### src/rtl/core/cfua_pkg.sv
// ---------------------------------------------------------------------------
// cfua_pkg
// shared types and constants of the cheapest free unit task allocator
// ---------------------------------------------------------------------------
package cfua_pkg;

	localparam int COST_W = 20;
	localparam int TIME_W = 32;
	localparam int BUSY_W = 33;
	localparam int PROD_W = 52;
	localparam int SUM_W  = 63;
	localparam int UIU_W  = 5;
	localparam int UIDX_W = 4;

	localparam logic [UIU_W-1:0] UNITS_IN_USE_RST = UIU_W'(16);
	localparam logic [SUM_W-1:0] SUM_MAX           = {SUM_W{1'b1}};

	localparam logic OP_LOAD = 1'b0;
	localparam logic OP_TASK = 1'b1;

	typedef struct packed {
		logic              op;
		logic [UIDX_W-1:0] unit_index;
		logic [COST_W-1:0] unit_cost;
		logic [TIME_W-1:0] arrival_time;
		logic [TIME_W-1:0] run_length;
	} task_t;

	typedef struct packed {
		logic              accepted;
		logic [UIDX_W-1:0] chosen_unit;
		logic [PROD_W-1:0] energy_added;
		logic [SUM_W-1:0]  total_energy;
	} res_t;

	// scan unit status towards the sequencer
	typedef struct packed {
		logic done;
		logic found;
	} scan_res_t;

	typedef enum logic [1:0] {
		ST_IDLE,
		ST_SCAN,
		ST_MUL,
		ST_ACC
	} state_t;

endpackage

### src/rtl/core/cfua_ram.sv
// ---------------------------------------------------------------------------
// cfua_ram
// generic single write port ram with a registered read port
// ---------------------------------------------------------------------------
module cfua_ram #(
	parameter int WIDTH = 8,
	parameter int DEPTH = 16
) (
	input  logic                                         clk,
	input  logic                                         we,
	input  logic [((DEPTH > 1) ? $clog2(DEPTH) : 1)-1:0] waddr,
	input  logic [WIDTH-1:0]                             wdata,
	input  logic                                         re,
	input  logic [((DEPTH > 1) ? $clog2(DEPTH) : 1)-1:0] raddr,
	output logic [WIDTH-1:0]                             rdata
);

	logic [WIDTH-1:0] mem_q [DEPTH];

	always_ff @(posedge clk) begin
		if (we) begin
			mem_q[waddr] <= wdata;
		end
		if (re) begin
			rdata <= mem_q[raddr];
		end
	end

endmodule

### src/rtl/core/cfua_scan.sv
// ---------------------------------------------------------------------------
// cfua_scan
// walks the unit tables one entry a cycle and keeps the cheapest free unit
// ---------------------------------------------------------------------------
module cfua_scan #(
	parameter int NUM_UNITS = 16
) (
	input  logic                                                 clk,
	input  logic                                                 arst_n,
	input  logic                                                 start,
	input  logic [$clog2(NUM_UNITS+1)-1:0]                       limit,
	input  logic [cfua_pkg::TIME_W-1:0]                          arrival,
	output logic                                                 rd_en,
	output logic [((NUM_UNITS > 1) ? $clog2(NUM_UNITS) : 1)-1:0] rd_addr,
	input  logic [cfua_pkg::COST_W-1:0]                          rd_cost,
	input  logic [cfua_pkg::BUSY_W-1:0]                          rd_busy,
	output cfua_pkg::scan_res_t                                  res,
	output logic [((NUM_UNITS > 1) ? $clog2(NUM_UNITS) : 1)-1:0] best_idx,
	output logic [cfua_pkg::COST_W-1:0]                          best_cost
);
	import cfua_pkg::*;

	localparam int AW = (NUM_UNITS > 1) ? $clog2(NUM_UNITS) : 1;
	localparam int CW = $clog2(NUM_UNITS+1);

	logic          running_q;
	logic [CW-1:0] issue_cnt_q;
	logic          pend_s1;
	logic [AW-1:0] pidx_s1;
	logic          found_q;
	logic [AW-1:0] best_q;
	logic [COST_W-1:0] best_cost_q;
	logic          is_free;
	logic          take;

	assign rd_en     = running_q && (issue_cnt_q < limit);
	assign rd_addr   = issue_cnt_q[AW-1:0];
	assign is_free   = rd_busy <= {1'b0, arrival};
	// strict compare keeps the lowest index on equal cost
	assign take      = pend_s1 && is_free && (!found_q || (rd_cost < best_cost_q));
	assign res.done  = running_q && !rd_en && !pend_s1;
	assign res.found = found_q;
	assign best_idx  = best_q;
	assign best_cost = best_cost_q;

	always_ff @(posedge clk or negedge arst_n) begin
		if (!arst_n) begin
			running_q   <= 1'b0;
			issue_cnt_q <= '0;
			pend_s1     <= 1'b0;
			found_q     <= 1'b0;
		end else if (start) begin
			running_q   <= 1'b1;
			issue_cnt_q <= '0;
			pend_s1     <= 1'b0;
			found_q     <= 1'b0;
		end else begin
			pend_s1 <= rd_en;
			if (rd_en) begin
				issue_cnt_q <= issue_cnt_q + CW'(1);
			end
			if (take) begin
				found_q <= 1'b1;
			end
			if (res.done) begin
				running_q <= 1'b0;
			end
		end
	end

	always_ff @(posedge clk) begin
		if (rd_en) begin
			pidx_s1 <= rd_addr;
		end
		if (take) begin
			best_q      <= pidx_s1;
			best_cost_q <= rd_cost;
		end
	end

endmodule

### src/rtl/core/cheapest_free_unit_task_allocator_top.sv
// ---------------------------------------------------------------------------
// cheapest_free_unit_task_allocator_top
// assigns each task to the cheapest free unit and keeps a saturating energy total
// ---------------------------------------------------------------------------
// latency, from the accepting edge to the edge that registers the result:
//   a load at the accepting edge itself; a task scans L = min(units_in_use,
//   NUM_UNITS) entries one a cycle, then multiplies and accumulates, or drops
// throughput: one transaction at a time; the next is taken once the result
//   has left the output register
// reset: arst_n frees all units at cost zero, clears the total, units_in_use 16
module cheapest_free_unit_task_allocator_top #(
	parameter int NUM_UNITS = 16
) (
	input  logic                         clk,
	input  logic                         arst_n,
	input  logic                         cfg_wr_en,
	input  logic [cfua_pkg::UIU_W-1:0]   cfg_wr_data,
	input  logic                         task_valid,
	output logic                         task_stall,
	input  cfua_pkg::task_t              task_data,
	output logic                         res_valid,
	input  logic                         res_stall,
	output cfua_pkg::res_t               res_data
);
	import cfua_pkg::*;

	localparam int AW = (NUM_UNITS > 1) ? $clog2(NUM_UNITS) : 1;
	localparam int CW = $clog2(NUM_UNITS+1);

	// configuration and sequencing
	logic [UIU_W-1:0]  units_q;
	state_t            state_q, state_nxt;
	logic              task_acc;
	logic [CW-1:0]     limit;

	// per-item registers
	logic [TIME_W-1:0] arrive_q;
	logic [TIME_W-1:0] len_q;
	logic [PROD_W-1:0] prod_q;
	logic [SUM_W-1:0]  sum_q;
	logic [SUM_W:0]    sum_wide;

	// table storage: valid bits stand in for the zero reset of the rams
	logic [NUM_UNITS-1:0] cost_vld_q;
	logic [NUM_UNITS-1:0] busy_vld_q;
	logic                 cost_vld_s1;
	logic                 busy_vld_s1;
	logic [COST_W-1:0]    cost_rd;
	logic [BUSY_W-1:0]    busy_rd;
	logic                 load_in_range;

	// scan unit
	logic              rd_en;
	logic [AW-1:0]     rd_addr;
	scan_res_t         scan;
	logic [AW-1:0]     best_idx;
	logic [COST_W-1:0] best_cost;

	// decoded actions from the sequencer
	logic scan_start;
	logic cost_we;
	logic busy_we;
	logic out_load;
	logic out_drop;
	logic out_task;

	// output register
	logic res_valid_q;
	res_t res_q;

	assign task_stall = (state_q != ST_IDLE) || res_valid_q;
	assign task_acc   = task_valid && !task_stall;
	assign res_valid  = res_valid_q;
	assign res_data   = res_q;

	// units_in_use above the table size counts as the table size
	assign limit = (9'(units_q) > 9'(NUM_UNITS)) ? CW'(NUM_UNITS) : CW'(units_q);

	assign load_in_range = 9'(task_data.unit_index) < 9'(NUM_UNITS);

	always_ff @(posedge clk or negedge arst_n) begin
		if (!arst_n) begin
			units_q <= UNITS_IN_USE_RST;
		end else if (cfg_wr_en) begin
			units_q <= cfg_wr_data;
		end
	end

	// next state
	always_comb begin
		state_nxt = state_q;
		case (state_q)
			ST_IDLE: begin
				if (task_acc && (task_data.op == OP_TASK)) begin
					state_nxt = ST_SCAN;
				end
			end
			ST_SCAN: begin
				if (scan.done) begin
					state_nxt = scan.found ? ST_MUL : ST_IDLE;
				end
			end
			ST_MUL:  state_nxt = ST_ACC;
			ST_ACC:  state_nxt = ST_IDLE;
			default: state_nxt = ST_IDLE;
		endcase
	end

	// sequencer outputs
	always_comb begin
		scan_start = 1'b0;
		cost_we    = 1'b0;
		busy_we    = 1'b0;
		out_load   = 1'b0;
		out_drop   = 1'b0;
		out_task   = 1'b0;
		case (state_q)
			ST_IDLE: begin
				if (task_acc) begin
					if (task_data.op == OP_TASK) begin
						scan_start = 1'b1;
					end else begin
						cost_we  = load_in_range;
						out_load = 1'b1;
					end
				end
			end
			ST_SCAN: begin
				if (scan.done) begin
					busy_we  = scan.found;
					out_drop = !scan.found;
				end
			end
			ST_MUL:  ;
			ST_ACC:  out_task = 1'b1;
			default: ;
		endcase
	end

	always_ff @(posedge clk or negedge arst_n) begin
		if (!arst_n) begin
			state_q <= ST_IDLE;
		end else begin
			state_q <= state_nxt;
		end
	end

	// cost table: written by loads only while idle, read only while scanning
	cfua_ram #(
		.WIDTH (COST_W),
		.DEPTH (NUM_UNITS)
	) u_cost_ram (
		.clk   (clk),
		.we    (cost_we),
		.waddr (AW'(task_data.unit_index)),
		.wdata (task_data.unit_cost),
		.re    (rd_en),
		.raddr (rd_addr),
		.rdata (cost_rd)
	);

	// busy-until table: written once the scan has finished, so no overlap
	cfua_ram #(
		.WIDTH (BUSY_W),
		.DEPTH (NUM_UNITS)
	) u_busy_ram (
		.clk   (clk),
		.we    (busy_we),
		.waddr (best_idx),
		.wdata ({1'b0, arrive_q} + {1'b0, len_q}),
		.re    (rd_en),
		.raddr (rd_addr),
		.rdata (busy_rd)
	);

	always_ff @(posedge clk or negedge arst_n) begin
		if (!arst_n) begin
			cost_vld_q  <= '0;
			busy_vld_q  <= '0;
			cost_vld_s1 <= 1'b0;
			busy_vld_s1 <= 1'b0;
		end else begin
			if (cost_we) begin
				cost_vld_q[AW'(task_data.unit_index)] <= 1'b1;
			end
			if (busy_we) begin
				busy_vld_q[best_idx] <= 1'b1;
			end
			if (rd_en) begin
				cost_vld_s1 <= cost_vld_q[rd_addr];
				busy_vld_s1 <= busy_vld_q[rd_addr];
			end
		end
	end

	cfua_scan #(
		.NUM_UNITS (NUM_UNITS)
	) u_scan (
		.clk       (clk),
		.arst_n    (arst_n),
		.start     (scan_start),
		.limit     (limit),
		.arrival   (arrive_q),
		.rd_en     (rd_en),
		.rd_addr   (rd_addr),
		.rd_cost   (cost_vld_s1 ? cost_rd : '0),
		.rd_busy   (busy_vld_s1 ? busy_rd : '0),
		.res       (scan),
		.best_idx  (best_idx),
		.best_cost (best_cost)
	);

	// task operands held for the whole transaction
	always_ff @(posedge clk) begin
		if (scan_start) begin
			arrive_q <= task_data.arrival_time;
			len_q    <= task_data.run_length;
		end
		if (state_q == ST_MUL) begin
			prod_q <= PROD_W'(best_cost * len_q);
		end
	end

	// saturating total: the carry out of bit 62 means past the maximum
	assign sum_wide = {1'b0, sum_q} + (SUM_W+1)'(prod_q);

	always_ff @(posedge clk or negedge arst_n) begin
		if (!arst_n) begin
			sum_q <= '0;
		end else if (out_task) begin
			sum_q <= sum_wide[SUM_W] ? SUM_MAX : sum_wide[SUM_W-1:0];
		end
	end

	// result register, freed when the downstream side takes the transaction
	always_ff @(posedge clk or negedge arst_n) begin
		if (!arst_n) begin
			res_valid_q <= 1'b0;
		end else if (out_load || out_drop || out_task) begin
			res_valid_q <= 1'b1;
		end else if (!res_stall) begin
			res_valid_q <= 1'b0;
		end
	end

	always_ff @(posedge clk) begin
		if (out_load || out_drop) begin
			res_q.accepted     <= 1'b0;
			res_q.chosen_unit  <= '0;
			res_q.energy_added <= '0;
			res_q.total_energy <= sum_q;
		end else if (out_task) begin
			res_q.accepted     <= 1'b1;
			res_q.chosen_unit  <= UIDX_W'(best_idx);
			res_q.energy_added <= prod_q;
			res_q.total_energy <= sum_wide[SUM_W] ? SUM_MAX : sum_wide[SUM_W-1:0];
		end
	end

endmodule

### config.mk
export PLATFORM = sky130hd
export DESIGN_NAME = cheapest_free_unit_task_allocator_top
export DESIGN_NICKNAME = d
export VERILOG_FILES = /design/src/rtl/core/cfua_pkg.sv /design/src/rtl/core/cfua_ram.sv /design/src/rtl/core/cfua_scan.sv /design/src/rtl/core/cheapest_free_unit_task_allocator_top.sv
export SDC_FILE = /design/constraint.sdc
export NUM_CORES = 2
export LEC_CHECK = 0
export ABC_CLOCK_PERIOD_IN_PS = 6600
export BUFFER_PORTS_ARGS = -buffer_cell sky130_fd_sc_hd__buf_4
export CAP_MARGIN = 0
export CORE_ASPECT_RATIO = 1.75
export CORE_UTILIZATION = 30
export CTS_CLUSTER_SIZE = 25
export DETAILED_ROUTE_END_ITERATION = 12
export PLACE_DENSITY = 0.49
export SLEW_MARGIN = 20
export SYNTH_ARGS = -nofsm -noshare
export SYNTH_HDL_FRONTEND = slang
export SYNTH_SLANG_ARGS = --single-unit
### constraint.sdc
create_clock -name clk -period 6.6 [get_ports clk]
set_input_delay 1.32 -clock clk [delete_from_list [all_inputs] [get_ports clk]]
set_output_delay 1.32 -clock clk [all_outputs]
set_load 0.01 [all_outputs]
==> impl_results.rst <==
.. list-table::
   :header-rows: 1

   * - Metric
     - Value
   * - Core Util, Final
     - 0.360
   * - Post-Synthesis Cells
     - approximately 5600
   * - Stage delay of the slowest cell on the critical path
     - 520 ps
   * - Crit path arrival time
     - around 7600 ps
   * - Worst slew margin relative to its limit
     - 0.244
   * - Clock Sinks
     - between 1000 and 1500
   * - Vias in the first global route
     - 49800
   * - HPWL reported at the end of detailed placement
     - between 150 and 200 mm
   * - Root Driver
     - sky130_fd_sc_hd__clkbuf_16
   * - CTS Buf Count
     - 119
   * - Failing checks
     - setup timing
   * - Cell family with most CP delay
     - adder cells
   * - Routed Antenna Nets
     - 0
   * - Most used cells in the layout excluding fill and tap cells
     - 1108 x sky130_fd_sc_hd__edfxtp_1, 663 x sky130_fd_sc_hd__nand2_1, 636 x sky130_fd_sc_hd__inv_1
   * - Longest Clk Path Bufs
     - 3
   * - Setup WS post-layout
     - -450 ps
   * - Final Hold Viols
     - 0
   * - Slew @ Worst Pin
     - 1130 ps
   * - Maximum fanout encountered on the critical timing path
     - 4
   * - Clock transition at the registers of the reported paths
     - 70 ps
   * - Setup clock skew after layout
     - approximately 50 ps
   * - Average routed wire per standard cell
     - approximately 23 µm
   * - WS Path Type
     - reg -> reg
   * - Post-synthesis cell type count
     - 80
   * - Final WL
     - around 220 mm
   * - Layout cell share with drive strength beyond 1
     - 0.228
   * - Result of the run
     - complete, but fails checks
   * - Height of the die
     - around 660 µm
   * - Final setup violating endpoints
     - 20
   * - CTS tree
     - done
   * - Vias per Instance
     - 4.79
   * - Worst skew pair latency
     - just under 800 ps
   * - Number of core rows
     - 240
   * - Number of antenna violations at the first check in global routing
     - 12
   * - Mean instance size in the synthesized netlist
     - between 10 and 15 µm²
   * - First-pass detailed-route iteration total
     - 5
   * - Count of buffers inserted at the top-level ports
     - 220
   * - Main synth FF type
     - sky130_fd_sc_hd__edfxtp_1
   * - Worst slack, placed
     - -820 ps
   * - Post-route worst hold slack
     - between 400 and 500 ps
   * - Wire length of the first global-routing pass
     - 320 mm
   * - Mapped cell area
     - 74000 µm²
   * - Number of pins exceeding their max-slew limit in the final report
     - 0
   * - Hold buffers post-CTS
     - 0
   * - Post-synth EDFFs
     - roughly 1100
   * - Sequential-to-total area share from yosys stat
     - 0.503
   * - Overall overflow remaining after global route
     - 0
   * - GR Util All Layers
     - 0.174
   * - Flops & latches, synth
     - 1278
   * - Endpoint class of the critical path
     - flip-flop
   * - Die extent in x
     - 377 µm
   * - Total number of nets in the final design
     - between 7000 and 8000
   * - Total die area
     - 249000 µm²
   * - Number of nets produced by synthesis
     - roughly 6600
   * - DRC violation total after the first TritonRoute iteration
     - 2700
   * - Slowest stage cell on the critical path
     - sky130_fd_sc_hd__fa_1
   * - Crit path buf inv count
     - 10
   * - Critical path's most frequent cell
     - sky130_fd_sc_hd__fa_1
   * - Area added between synthesis and finish
     - 19.1%
   * - Final sum of negative setup slack
     - -4910 ps
   * - Number of top-level design ports
     - approximately 220
   * - Syn. warnings
     - 0
   * - Core box area
     - roughly 240000 µm²
   * - Type of the most critical hold path
     - reg -> reg
   * - Number of remaining DRC errors
     - 0
   * - Max-cap violations
     - 0
   * - Setup repair after global routing missed its margin
     - true
   * - Share of the clock period used by the worst path after layout
     - 1.07
   * - Level count of the clock H-tree
     - 3
   * - Highest clock frequency the design can meet
     - approximately 140 MHz
   * - Ys async rst share
     - 0.0884
   * - Required time of the critical path
     - between 7000 and 8000 ps
   * - Commonest non-fill, non-tap cell in the layout
     - sky130_fd_sc_hd__edfxtp_1
   * - Total number of vias
     - 45500
   * - Final estimated routing congestion in global placement
     - 0.890
   * - Largest net degree at the start of global routing
     - 130
   * - Effective utilization at floorplan
     - 0.302
   * - Shortest clock period the worst path allows after layout
     - between 7000 and 8000 ps
   * - Startpoint type of the worst setup path
     - flip-flop
## per-layer routing
| metal | vias to the layer above | global-route usage | share of wire |
|---|---|---|---|
| li1 | 20500 | - | - |
| met1 | 23700 | 0.196 | 0.38 |
| met2 | 961 | 0.332 | 0.55 |
| met3 | 356 | 0.0217 | 0.038 |
| met4 | 6 | 0.0591 | 0.037 |
| met5 | - | 0 | 0.00020 |
## Yosys cell counts, types with 20 or more instances
cell / count / share of area
sky130_fd_sc_hd__edfxtp_1: 1108 / 0.45
sky130_fd_sc_hd__nand2_1: 678 / 0.034
sky130_fd_sc_hd__inv_1: 664 / 0.034
sky130_fd_sc_hd__fa_1: 538 / 0.15
sky130_fd_sc_hd__and2_1: 342 / 0.029
sky130_fd_sc_hd__ha_1: 302 / 0.051
sky130_fd_sc_hd__mux4_2: 275 / 0.084
sky130_fd_sc_hd__clkbuf_1: 237 / 0.012
sky130_fd_sc_hd__a21oi_1: 220 / 0.015
sky130_fd_sc_hd__nor2_1: 188 / 0.0095
sky130_fd_sc_hd__o21ai_0: 155 / 0.010
sky130_fd_sc_hd__dfrtp_1: 112 / 0.038
sky130_fd_sc_hd__a21o_1: 87 / 0.0088
sky130_fd_sc_hd__xnor2_1: 84 / 0.0099
sky130_fd_sc_hd__dfxtp_1: 57 / 0.015
sky130_fd_sc_hd__nand3_1: 37 / 0.0025
sky130_fd_sc_hd__xor2_1: 37 / 0.0044
sky130_fd_sc_hd__o21bai_1: 35 / 0.0036
sky130_fd_sc_hd__nor3_1: 34 / 0.0023
sky130_fd_sc_hd__or2_2: 30 / 0.0025
sky130_fd_sc_hd__o21a_1: 28 / 0.0028
sky130_fd_sc_hd__nand4_1: 26 / 0.0022
sky130_fd_sc_hd__o21ai_1: 26 / 0.0018
sky130_fd_sc_hd__a31oi_1: 25 / 0.0021
sky130_fd_sc_hd__and3_1: 23 / 0.0019
sky130_fd_sc_hd__nor2b_1: 23 / 0.0019
sky130_fd_sc_hd__nand2b_1: 22 / 0.0019
sky130_fd_sc_hd__buf_1: 21 / 0.0011
sky130_fd_sc_hd__a211oi_1: 20 / 0.0020
## flip-flops by register name, summed over array words and instances (netlist names), 5 cells and up, named ones only
register and count:
u_busy_ram.mem_q 528, u_cost_ram.mem_q 320, res_data 120, sum_q 63, prod_q 52, u_busy_ram.rdata 33
arrive_q 32, len_q 32, u_cost_ram.rdata 20, u_scan.best_cost 20, busy_vld_q 16, cost_vld_q 16
u_scan.issue_cnt_q 5, units_q 5
## stage by stage
step,instance area (µm²),instances
6_report,88100,9489
5_1_grt,88100,9487
4_1_cts,87300,9464
3_5_place_dp,82300,9207
3_3_place_gp,82300,9207
2_1_floorplan,74000,5616
## area by class of cell
cell class | instances | area [µm²]
timing repair buffer | 654 | 5610
sequential | 1278 | 37300
tap | 3267 | 4090
inverter | 664 | 2490
multi-input combinational | 3396 | 34500
fill | 23600 | 157000
antenna | 3 | 7.51
clock buffer | 137 | 3140
clock inverter | 90 | 1010
## logic make-up (layout without fill, tap and decap cells)
family                     Yosys count  count (layout)  share of synthesized area
AOI/OAI and AO/OA                  698             698                     0.0583
xor gates and xnor gates           121             121                     0.0143
adders and majority gates          840             840                      0.197
buffers and inverters              942            1545                     0.0485
DFF                               1278            1278                      0.503
muxes                              294             294                     0.0865
other                                0               3                          0
and+or+nand+nor                   1443            1443                     0.0924
## timing repair
| action | in CTS | in global routing |
|---|---|---|
| endpoints found under the setup margin | 29 | 32 |
| pin swaps | 68 | 74 |
| resized for setup | 125 | 133 |
| gates cloned | 0 | 1 |
| setup buffers | 32 | 24 |
## final timing paths
| check | startpoint | end | slack (ps) | cells past startpoint |
|---|---|---|---|---|
| max | u_scan.best_cost[4] | prod_q[50] | -450 | 29 |
| min | u_scan.pidx_s1[2] | u_scan.best_idx[2] | 420 | 0 |
| max reg2reg | u_scan.best_cost[4] | prod_q[50] | -450 | 29 |
| min reg2reg | u_scan.pidx_s1[2] | u_scan.best_idx[2] | 420 | 0 |
| max in group asynchronous | arst_n | sum_q[47] | 4740 | 2 |
| min in group asynchronous | arst_n | sum_q[7] | 580 | 1 |
Power is not shown: default switching activity piles up to over one toggle a cycle in this logic, so the estimate is an artifact.
